### config.mk
export PLATFORM = sky130hd
export DESIGN_NAME = bounded_vector_table_flat
export DESIGN_NICKNAME = d
export VERILOG_FILES = /design/src/rtl/bvt_pkg.sv /design/src/rtl/bvt_req_if.sv /design/src/rtl/bvt_rsp_if.sv /design/src/rtl/bounded_vector_table.sv /design/src/flat_wrapper.sv
export SDC_FILE = /design/constraint.sdc
export NUM_CORES = 2
export LEC_CHECK = 0
export ABC_AREA = 1
export BUFFER_PORTS_ARGS = -buffer_cell sky130_fd_sc_hd__buf_2
export CORE_MARGIN = 4
export CORE_UTILIZATION = 24
export DETAILED_ROUTE_END_ITERATION = 8
export GPL_ROUTABILITY_DRIVEN = 0
export PLACE_DENSITY = 0.43
export SETUP_SLACK_MARGIN = 0.5
export SYNTH_ARGS = -nofsm -noshare
export SYNTH_HDL_FRONTEND = slang
export SYNTH_SLANG_ARGS = --single-unit
### constraint.sdc
create_clock -name clk -period 4.7 [get_ports clk]
set_input_delay 0.47 -clock clk [delete_from_list [all_inputs] [get_ports clk]]
set_output_delay 0.47 -clock clk [all_outputs]
set_load 0.02 [all_outputs]
### src/rtl/bvt_pkg.sv
// Shared types and constants for the bounded vector table.
// No dependencies; every other file imports this package.
`default_nettype none

package bvt_pkg;

	// Fixed widths of the request and response fields.
	localparam int OP_W      = 3;
	localparam int POS_W     = 7;
	localparam int ITEM_W    = 32;
	localparam int RD_W      = 32;
	localparam int CNT_OUT_W = 7;
	localparam int ST_W      = 2;

	// Defaults for the top-level parameters.
	localparam int DEPTH_DEF       = 64;
	localparam int VALUE_WIDTH_DEF = 32;

	// Request operation codes.
	typedef enum logic [OP_W-1:0] {
		OP_READ        = 3'd0,
		OP_INSERT      = 3'd1,
		OP_ERASE       = 3'd2,
		OP_ERASE_RANGE = 3'd3,
		OP_APPEND      = 3'd4,
		OP_CLEAR       = 3'd5
	} op_t;

	// Response status codes.
	typedef enum logic [ST_W-1:0] {
		ST_OK   = 2'd0,
		ST_FULL = 2'd1,
		ST_BAD  = 2'd2
	} status_t;

	// Sequencer states.
	typedef enum logic [1:0] {
		S_IDLE,
		S_RDWAIT,
		S_MOVE,
		S_DONE
	} state_t;

endpackage

`default_nettype wire

### src/rtl/bvt_req_if.sv
// Request channel of the bounded vector table: valid/ready plus the request word.
// Depends on bvt_pkg for the field widths.
`default_nettype none

interface bvt_req_if
	import bvt_pkg::*;
	();

	logic              valid;
	logic              ready;
	logic [OP_W-1:0]   operation;
	logic [POS_W-1:0]  position;
	logic [POS_W-1:0]  range_end;
	logic [ITEM_W-1:0] item_value;

	modport source (output valid, operation, position, range_end, item_value, input ready);
	modport sink   (input valid, operation, position, range_end, item_value, output ready);

endinterface

`default_nettype wire

### src/rtl/bvt_rsp_if.sv
// Response channel of the bounded vector table: valid/ready plus the result word.
// Depends on bvt_pkg for the field widths.
`default_nettype none

interface bvt_rsp_if
	import bvt_pkg::*;
	();

	logic                 valid;
	logic                 ready;
	logic [RD_W-1:0]      read_value;
	logic [CNT_OUT_W-1:0] element_count;
	logic                 is_empty;
	logic [ST_W-1:0]      status;

	modport source (output valid, read_value, element_count, is_empty, status, input ready);
	modport sink   (input valid, read_value, element_count, is_empty, status, output ready);

endinterface

`default_nettype wire

### src/rtl/bounded_vector_table.sv
// Bounded vector table: an ordered array of up to DEPTH values with read, insert,
// erase, range erase, append and clear. Depends on bvt_pkg, bvt_req_if, bvt_rsp_if.
//
// Each request word yields exactly one response word carrying the value read (zero
// unless a successful read), the element count after the request, an empty flag and
// a status (ok, full, or bad index/range); a rejected request leaves the table
// untouched. The entries live in a single-port-write, registered-read memory, and a
// small sequencer moves one entry per cycle through it, so the cost of a request is
// set by how many entries must shift: k entries move for an insert, erase or range
// erase (k is count minus position for insert, count minus position minus one for
// erase, count minus range end for a range erase), and none for a read, append,
// clear or rejected request. The request channel is ready only while the sequencer
// is idle, so a new request is not taken before the last one has finished. A
// finished response waits in an output register, so the next request can be taken
// before the response is collected.
`default_nettype none

module bounded_vector_table
	import bvt_pkg::*;
#(
	parameter int DEPTH       = DEPTH_DEF,
	parameter int VALUE_WIDTH = VALUE_WIDTH_DEF
) (
	input  wire logic  clk,
	input  wire logic  arst_n,
	bvt_req_if.sink    req,
	bvt_rsp_if.source  rsp
);

	localparam int AW    = (DEPTH > 1) ? $clog2(DEPTH) : 1;
	localparam int CW    = $clog2(DEPTH + 1);
	localparam int CMP_W = ((CW > POS_W) ? CW : POS_W) + 1;
	localparam logic [CMP_W-1:0] DEPTH_C = CMP_W'(DEPTH);

	// Control state.
	state_t          state_q, state_d;
	logic [CW-1:0]   count_q;
	logic [CW-1:0]   left_q;
	logic            pend_q;
	logic            rsp_valid_q;

	// Working registers of the current request.
	logic [AW-1:0]          src_q, dst_q, fin_addr_q;
	logic                   down_q, fin_q;
	logic [VALUE_WIDTH-1:0] val_q, res_rd_q, rd_data_q;
	status_t                res_st_q;

	// Output registers.
	logic [RD_W-1:0]      out_rd_q;
	logic [CNT_OUT_W-1:0] out_cnt_q;
	logic                 out_empty_q;
	status_t              out_st_q;

	// Entry memory.
	logic [VALUE_WIDTH-1:0] entry_store_q [DEPTH];
	logic                   mem_we;
	logic [AW-1:0]          mem_waddr, mem_raddr;
	logic [VALUE_WIDTH-1:0] mem_wdata;

	// Request decode results.
	op_t                    op;
	logic [CMP_W-1:0]       pos_c, end_c, cnt_c;
	logic [63:0]            item_ext, rd_ext;
	logic [VALUE_WIDTH-1:0] item_val;
	status_t                dec_st;
	logic [CMP_W-1:0]       dec_count, dec_left, dec_src, dec_dst, dec_fin_addr;
	logic                   dec_down, dec_fin, dec_read;

	// Sequencer strobes.
	logic acc, issue_rd, load_out;

	assign op       = op_t'(req.operation);
	assign pos_c    = CMP_W'(req.position);
	assign end_c    = CMP_W'(req.range_end);
	assign cnt_c    = CMP_W'(count_q);
	assign item_ext = 64'(req.item_value);
	assign item_val = item_ext[VALUE_WIDTH-1:0];
	assign acc      = req.valid && req.ready;

	// Check the request against the current count and work out the shift plan.
	always_comb begin
		dec_st       = ST_OK;
		dec_count    = cnt_c;
		dec_left     = '0;
		dec_src      = '0;
		dec_dst      = '0;
		dec_down     = 1'b0;
		dec_fin      = 1'b0;
		dec_fin_addr = '0;
		dec_read     = 1'b0;
		unique case (op)
			OP_READ: begin
				if (pos_c < cnt_c) begin
					dec_read = 1'b1;
				end else begin
					dec_st = ST_BAD;
				end
			end
			OP_INSERT: begin
				if (pos_c > cnt_c) begin
					dec_st = ST_BAD;
				end else if (cnt_c == DEPTH_C) begin
					dec_st = ST_FULL;
				end else begin
					dec_left     = cnt_c - pos_c;
					dec_src      = cnt_c - 1'b1;
					dec_dst      = cnt_c;
					dec_down     = 1'b1;
					dec_fin      = 1'b1;
					dec_fin_addr = pos_c;
					dec_count    = cnt_c + 1'b1;
				end
			end
			OP_ERASE: begin
				if (pos_c >= cnt_c) begin
					dec_st = ST_BAD;
				end else begin
					dec_left  = cnt_c - pos_c - 1'b1;
					dec_src   = pos_c + 1'b1;
					dec_dst   = pos_c;
					dec_count = cnt_c - 1'b1;
				end
			end
			OP_ERASE_RANGE: begin
				if ((pos_c > end_c) || (end_c > cnt_c)) begin
					dec_st = ST_BAD;
				end else begin
					dec_left  = cnt_c - end_c;
					dec_src   = end_c;
					dec_dst   = pos_c;
					dec_count = cnt_c - (end_c - pos_c);
				end
			end
			OP_APPEND: begin
				if (cnt_c == DEPTH_C) begin
					dec_st = ST_FULL;
				end else begin
					dec_fin      = 1'b1;
					dec_fin_addr = cnt_c;
					dec_count    = cnt_c + 1'b1;
				end
			end
			OP_CLEAR: begin
				dec_count = '0;
			end
			default: begin
				dec_st = ST_BAD;
			end
		endcase
	end

	// Next state, handshake and memory port control.
	always_comb begin
		state_d   = state_q;
		req.ready = 1'b0;
		mem_we    = 1'b0;
		mem_waddr = dst_q;
		mem_wdata = rd_data_q;
		mem_raddr = src_q;
		issue_rd  = 1'b0;
		load_out  = 1'b0;
		unique case (state_q)
			S_IDLE: begin
				req.ready = 1'b1;
				mem_raddr = pos_c[AW-1:0];
				if (req.valid) begin
					state_d = dec_read ? S_RDWAIT : S_MOVE;
				end
			end
			S_RDWAIT: begin
				state_d = S_DONE;
			end
			S_MOVE: begin
				// Read the next source entry while writing the one read last cycle.
				issue_rd = (left_q != '0);
				if (pend_q) begin
					mem_we = 1'b1;
				end else if (left_q == '0) begin
					mem_we    = fin_q;
					mem_waddr = fin_addr_q;
					mem_wdata = val_q;
					state_d   = S_DONE;
				end
			end
			S_DONE: begin
				if (!rsp_valid_q || rsp.ready) begin
					load_out = 1'b1;
					state_d  = S_IDLE;
				end
			end
			default: begin
				state_d = S_IDLE;
			end
		endcase
	end

	// State register.
	always_ff @(posedge clk or negedge arst_n) begin
		if (!arst_n) begin
			state_q <= S_IDLE;
		end else begin
			state_q <= state_d;
		end
	end

	// Count, shift counter and valid flags.
	always_ff @(posedge clk or negedge arst_n) begin
		if (!arst_n) begin
			count_q     <= '0;
			left_q      <= '0;
			pend_q      <= 1'b0;
			rsp_valid_q <= 1'b0;
		end else begin
			if (acc) begin
				count_q <= dec_count[CW-1:0];
				left_q  <= dec_left[CW-1:0];
			end else if (issue_rd) begin
				left_q <= left_q - 1'b1;
			end
			pend_q <= issue_rd;
			if (load_out) begin
				rsp_valid_q <= 1'b1;
			end else if (rsp.ready) begin
				rsp_valid_q <= 1'b0;
			end
		end
	end

	// Addresses, carried value and result fields.
	always_ff @(posedge clk) begin
		if (acc) begin
			src_q      <= dec_src[AW-1:0];
			dst_q      <= dec_dst[AW-1:0];
			down_q     <= dec_down;
			fin_q      <= dec_fin;
			fin_addr_q <= dec_fin_addr[AW-1:0];
			val_q      <= item_val;
			res_st_q   <= dec_st;
			res_rd_q   <= '0;
		end else begin
			if (issue_rd) begin
				src_q <= down_q ? src_q - 1'b1 : src_q + 1'b1;
			end
			if (pend_q) begin
				dst_q <= down_q ? dst_q - 1'b1 : dst_q + 1'b1;
			end
			if (state_q == S_RDWAIT) begin
				res_rd_q <= rd_data_q;
			end
		end
	end

	assign rd_ext = 64'(res_rd_q);

	// Output register; it is reloaded only once the previous word has gone.
	always_ff @(posedge clk) begin
		if (load_out) begin
			out_rd_q    <= rd_ext[RD_W-1:0];
			out_cnt_q   <= cnt_c[CNT_OUT_W-1:0];
			out_empty_q <= (count_q == '0);
			out_st_q    <= res_st_q;
		end
	end

	assign rsp.valid         = rsp_valid_q;
	assign rsp.read_value    = out_rd_q;
	assign rsp.element_count = out_cnt_q;
	assign rsp.is_empty      = out_empty_q;
	assign rsp.status        = out_st_q;

	// Entry memory with one write port and a registered read port.
	always_ff @(posedge clk) begin
		if (mem_we) begin
			entry_store_q[mem_waddr] <= mem_wdata;
		end
		rd_data_q <= entry_store_q[mem_raddr];
	end

	// The count never exceeds the capacity.
	a_count_bound: assert property (@(posedge clk) disable iff (!arst_n)
		count_q <= CW'(DEPTH))
		else $error("entry count above capacity");

	// The count changes only when a request word is taken.
	a_count_stable: assert property (@(posedge clk) disable iff (!arst_n)
		!(req.valid && req.ready) |=> $stable(count_q))
		else $error("entry count changed without a request");

	// Every memory write lands below the updated count.
	a_write_in_range: assert property (@(posedge clk) disable iff (!arst_n)
		mem_we |-> (CW'(mem_waddr) < count_q))
		else $error("memory write beyond the stored entries");

	// A pending shift write only exists while the sequencer is moving entries.
	a_pend_in_move: assert property (@(posedge clk) disable iff (!arst_n)
		pend_q |-> (state_q == S_MOVE))
		else $error("shift write pending outside the move phase");

endmodule

`default_nettype wire
### src/flat_wrapper.sv
// flat-port wrapper written by rule: the top's interface ports become plain ports
module bounded_vector_table_flat import bvt_pkg::*;
#(
	parameter int DEPTH       = DEPTH_DEF,
	parameter int VALUE_WIDTH = VALUE_WIDTH_DEF
)
  (clk, arst_n, req_valid, req_operation, req_position, req_range_end, req_item_value, req_ready, rsp_valid, rsp_read_value, rsp_element_count, rsp_is_empty, rsp_status, rsp_ready);
  bvt_req_if req_i ();
  bvt_rsp_if rsp_i ();
  input  wire logic clk;
  input  wire logic arst_n;
  input wire logic [$bits(req_i.valid)-1:0] req_valid;
  input wire logic [$bits(req_i.operation)-1:0] req_operation;
  input wire logic [$bits(req_i.position)-1:0] req_position;
  input wire logic [$bits(req_i.range_end)-1:0] req_range_end;
  input wire logic [$bits(req_i.item_value)-1:0] req_item_value;
  output wire logic [$bits(req_i.ready)-1:0] req_ready;
  output wire logic [$bits(rsp_i.valid)-1:0] rsp_valid;
  output wire logic [$bits(rsp_i.read_value)-1:0] rsp_read_value;
  output wire logic [$bits(rsp_i.element_count)-1:0] rsp_element_count;
  output wire logic [$bits(rsp_i.is_empty)-1:0] rsp_is_empty;
  output wire logic [$bits(rsp_i.status)-1:0] rsp_status;
  input wire logic [$bits(rsp_i.ready)-1:0] rsp_ready;
  assign req_i.valid = req_valid;
  assign req_i.operation = req_operation;
  assign req_i.position = req_position;
  assign req_i.range_end = req_range_end;
  assign req_i.item_value = req_item_value;
  assign req_ready = req_i.ready;
  assign rsp_valid = rsp_i.valid;
  assign rsp_read_value = rsp_i.read_value;
  assign rsp_element_count = rsp_i.element_count;
  assign rsp_is_empty = rsp_i.is_empty;
  assign rsp_status = rsp_i.status;
  assign rsp_i.ready = rsp_ready;
  bounded_vector_table #(.DEPTH(DEPTH), .VALUE_WIDTH(VALUE_WIDTH)) u_core (.clk(clk), .arst_n(arst_n), .req(req_i), .rsp(rsp_i));
endmodule
# == After elaboration in Yosys (flattened, before gate mapping) ==
# Memories as Yosys holds them, arrays and structs flattened. A register that Yosys moved wholly into a read port is not among the register bits.
# Index checks and enable logic that the tools add are counted.
# totals
reg_bits,146
latchBits,0
ram_bits,2048
romBits,0
in_bits,53
output_inout_bits,44
word_cells,133
mem_count,1
# classes
n_addsub,13
n_mul,0
div,0
magnitude_cmp,5
eq_ne,16
shifts,0
n_mux,66
bitwise,0
reduce_logical,15
# memory_table
memory,depth,width,read_ports,rd_clocked_by_memory_dff,write_ports,line,source
u_core.entry_store_q,64,32,1,1,1,bounded_vector_table.sv:55,logic [VALUE_WIDTH-1:0] entry_store_q [DEPTH];
# ops
cell,count
$mux W6,20
$mux W32,3
$mux W7,10
$pmux W6 S3,2
$pmux W7 S5,1
$sub A7 B7 Y7,4
$gt A7 B7 Y1,3
$pmux W7 S3,1
$sub A7 B1 Y7 const B,3
$add A6 B1 Y6 const B,3
$mux W2,9
$mux W1,16
$logic_not A7 Y1,2
$pmux W2 S6,1
$pmux W6 S2,1
$sub A6 B1 Y6 const B,2
$ne A2 B2 Y1 const B,5
$pmux W2 S4,1
$add A7 B1 Y7 const B,1
$eq A7 B7 Y1 const B,1
$ge A7 B7 Y1,1
$lt A7 B7 Y1,1
$reduce_bool A7 Y1,1
$eq A3 B2 Y1 const B,2
other kinds (15),21

# == Longest topological paths before layout ==
# logic_depth
ltp_word,6
ltp_mapped,19
mapped_depth_nobuf,19

# == Worst setup path after synthesis ==
# No wires, ideal clock.
# synth_path
path_type,register to register
start,register u_core.left_q[0]
end,memory u_core.entry_store_q[51][0] (netlist name) (enable)
setup_ps,421
arrival_time_ps,3132
t_required_ps,4279
setup_slack_ps,1147
stages_incl_launch_ff,11
n_path_buf,0
period_less_slack_ps,3553
path_cell_list,dfrtp_1 > inv_1 > ha_1 > nand3_2 > nor2_4 > nand3_4 > o21ai_1 > inv_1 > nor3_1 > nand2_1 > nor2_1
# synth_via
elab_chain_cells,6
elab_cells_between_ends,9
classes_between,mux (8); reduce/logical (1)
# synth_rtl
element,line,source
"start, declared",bounded_vector_table.sv:38,logic [CW-1:0] left_q;
"start signal, assigned",bounded_vector_table.sv:216,left_q <= dec_left[CW-1:0];
"start signal, assigned",bounded_vector_table.sv:218,left_q <= left_q - 1'b1;
$logic_not A7 Y1 (*),bounded_vector_table.sv:178,end else if (left_q == '0) begin
$mux W1,bounded_vector_table.sv:178,
$mux W1,bounded_vector_table.sv:176,if (pend_q) begin
$mux W1,bounded_vector_table.sv:162,unique case (state_q)
$mux W1,bounded_vector_table.sv:273,if (mem_we) begin
$mux W1 (implied by the code),bounded_vector_table.sv:274,entry_store_q[mem_waddr] <= mem_wdata;
"end, declared",bounded_vector_table.sv:55,
# Mark *: on every way between the ends. The rest lies on a longest branch, timed or not.

# == Worst setup path in the final report ==
# layout_path
start,register u_core.state_q[0]
end,register u_core.rd_data_q[31] (read register of u_core.entry_store_q)
# layout_via
elab_chain_cells,2
# layout_rtl
element,line,source
"start, declared",bounded_vector_table.sv:36,"state_t state_q, state_d;"
"start signal, assigned",bounded_vector_table.sv:202,state_q <= state_d;
$logic_not A2 Y1,bounded_vector_table.sv:162,
$mux W6,bounded_vector_table.sv:162,
"end, declared",bounded_vector_table.sv:45,"logic [VALUE_WIDTH-1:0] val_q, res_rd_q, rd_data_q;"
# Every way passes these cells.
# A chain may end at the register's enable or synchronous reset.

==> reports/results.ini <==
[global_routing]
use_met3=0.03230
grt_pass1_wl_mm=450.4
grt_use_met1=0.2131
busiest_layer=met2
gr-usage-met2=0.2589
grt_max_degree=154
grt_pass1_vias=58445
antenna_found_initial=27
grt_usage=0.1606
grt_overflow=0

[placed_design]
post-dp-hpwl_mm=184.4
dp_slack_ns=0.3787
placed_cells=12336
dpl_cell_area_um2=98830
io_buffers=96

[synth]
ys_types=44
synth_edf_count=2144
synthArstFlopShare=0.008086
seq_area_frac_synth=0.7320
syn_nets=7571
synth-simple-area-share=0.1403
synthAdderAreaFrac=0.008588
synth_compound_area_frac=0.08093
synthCells=7462
synth_mux_area_frac=0.004142
ys_ff_latch=2226
avgSynthCellArea_um2=12.10
synth_warnings=0
synth_top_family_by_area=simple AND/OR/NAND/NOR gates
synth.cell_area_um2=90320
synthFlopType=edfxtp_1
synth_xor_area_frac=0.002618

[timing]
setup_tns_ns=0
max-slew-margin-rel=0.1520
layout_setup_ws_ns=0.6743
fin_crit_sh=0.8565
setup_viol=0
rsz0062_at_grt=true
fmax_mhz=248.4
min_period_ns=4.026
slew_violations=0
finalHoldViolCount=0
max_slew.worst_pin.slew_ns=1.270
finalClockSkew_ns=0.09494

[floorplan]
rows=225
die_x_um=621.5
start_util=0.2407
io_pins=97
coreArea_um2=375300
die_h_um=621.5
die-area_um2=386200

[layout]
area.growth.synth_to_final_pct=18.14
design_area_um2=106700
final_core_util=0.2844
layout.cells.most_common=edfxtp_1
layout-drive-gt1-share=0.1025
fin_cells=12827
nNetsFinal=7734
layout_common_cells=edfxtp_1 (2144), nand2_1 (1377), o21ai_0 (858), nor2_1 (856), nand3_1 (741)

[power]
p_leak_uw=0.03617
sequentialPowerShare=0.324
switching_share=0.4503
p_comb_frac=0.452
peakVddDrop_v=0.0009737
p_int_uw=44810
p_switching_uw=36710
p_clk_frac=0.223
p_per_area_nw_per_um2=763.9

[critical_path]
max_stage_delay_ns=0.70
critPathTopFamily=simple AND/OR/NAND/NOR gates
cp.arrival_ns=4.79
path_buf_inv=4
cp_max_fo=52
cp_slowest_cell=nand3_1
setup.worst_path.class=register to register
crit_path_start_kind=register
path_cells=inv_1 > ha_1 > buf_4 > nand2_1 > o21ai_4 > inv_8 > buf_12 > o21ai_0 > o21ai_0 > o211ai_1 > nand3_1 > nand3_1 > nand2_1
cp_data_required_time_ns=5.47
cp-end-kind=register

[clock_network]
clk_pin_slew_worst_paths_ns=0.07
clk_latency_ns=0.92
numCtsBuffers=243
clockBufferDepth=4
clock_sink_count=2226
tritoncts=done
cts_root_buf=clkbuf_16
htree_levels=4

[flow_run]
cap_violations=0

[routing]
wire_per_inst_um=25.16
finalWirelength_mm=322.7
viasPerCell=4.678
detail_route.first_pass.iterations=6
drtAntennaViolNets=0
drc_errors=0
drt-initial-drc-count=5992
via_count=60009

[outcome]
status=finished, final reports clean

[min_path]
min_path_type=primary input to async pin

[power groups by stage]
| stage | logic, uW | clock network, uW | registers (uW) |
|---|---|---|---|
| global route | 40100 | 19400 | 26500 |
| global placement | 36800 | 0 | 26900 |
| CTS | 37100 | 18600 | 26500 |
| finish | 36900 | 18200 | 26400 |
| floorplan | 19700 | 0 | 26300 |
| detailed placement | 36900 | 0 | 26900 |
[sequential cells by signal, summed over array words and instances, names as in the netlist]
| register | count |
|---|---|
| u_core.rd_data_q | 32 |
| u_core.res_rd_q | 32 |
| u_core.rsp.element_count | 7 |
| u_core.down_q | 1 |
| u_core.rsp.read_value | 32 |
| u_core.val_q | 32 |
| u_core.state_q | 2 |
| u_core.count_q | 7 |
| u_core.rsp.valid | 1 |
| u_core.rsp.is_empty | 1 |
| u_core.pend_q | 1 |
| u_core.fin_addr_q | 6 |
| u_core.fin_q | 1 |
| u_core.res_st_q | 2 |
| u_core.dst_q | 6 |
| u_core.rsp.status | 2 |
| u_core.entry_store_q | 2048 |
| u_core.src_q | 6 |
| u_core.left_q | 7 |
[synthesized netlist by cell type (all sizes together) (38+ instances only)]
cell | instances | share of area
clkbuf | 263 | 0.011
inv | 223 | 0.0093
nand3 | 749 | 0.042
dfxtp | 64 | 0.014
o22ai | 261 | 0.018
buf | 203 | 0.011
a21oi | 38 | 0.0021
o211ai | 75 | 0.0062
nor2 | 924 | 0.039
nand2 | 1378 | 0.057
o21ai | 917 | 0.051
ha | 46 | 0.0064
edfxtp | 2144 | 0.71
[metal layers]
| layer | up-vias | part of all wire |
|---|---|---|
| met5 | - | 0.000053 |
| met4 | 4 | 0.039 |
| met3 | 446 | 0.070 |
| met2 | 1883 | 0.46 |
| met1 | 30578 | 0.43 |
| li1 | 27098 | - |
[per-stage QoR]
step | power, uW | hold WS [ns]
after global placement | 63700 | 0.4076
after floorplan | 46070 | 0.1744
after CTS | 82190 | 0.04497
after detailed placement | 63780 | 0.4045
after global routing | 85980 | 0.1050
final | 81520 | 0.1111
[cell families (layout without fill, tap and decap cells)]
group,Yosys count,after routing
multiplexers,33,33
adder cells (fa/ha/maj),56,56
XOR/XNOR,27,27
AO/OA/AOI/OAI,1334,1334
AND/OR/NAND/NOR,3091,3091
other,0,12
buffers and inverters,695,1054
flip-flops,2226,2226
[final timing paths]
check	end	slack (ns)	startpoint	cells past startpoint
worst max-delay path	u_core.rd_data_q[31]$_DFF_P_	0.67	u_core.state_q[0]$_DFFE_PN0P_	13
worst min-delay path	u_core.count_q[6]$_DFFE_PN0P_	0.11	arst_n	2
worst max register to register	u_core.rd_data_q[31]$_DFF_P_	0.67	u_core.state_q[0]$_DFFE_PN0P_	13
worst min register to register	u_core.rsp.status[0]$_DFFE_PP_	0.42	u_core.res_st_q[0]$_DFFE_PP_	0
max in group asynchronous	u_core.left_q[1]$_DFFE_PN0P_	4.19	arst_n	2
min in group clk	u_core.src_q[0]$_DFFE_PP_	0.14	req_range_end[0]	5
[worst register-to-register path: cells and delay by family, from the launching register on]
kind | cells | cell delay (ns)
buf+inv | 4 | 1.04
compound gates | 4 | 0.96
fa+ha+maj | 1 | 0.32
simple gates | 4 | 1.17
flops | 1 | 0.40
[cell type report]
type / count / area, um^2
Antenna cell: 12 / 30.03
Clock inverter: 95 / 728.2
Fill cell: 38300 / 268600
Clock buffer: 346 / 6699
Timing Repair Buffer: 384 / 4036
Multi-Input combinational cell: 4541 / 21960
Tap cell: 4994 / 6248
Inverter: 229 / 895.9
Sequential cell: 2226 / 66110
[repair_timing]
item | CTS | global route
endpoints found under the setup margin | 6 | 12
pin swaps | 1 | 0
endpoints found under the hold margin | 51 | 0
buffers inserted | 4 | 0
resized for setup | 3 | 6
hold buffers | 34 | 0
No activity file was read; power rests on OpenSTA's default activity.
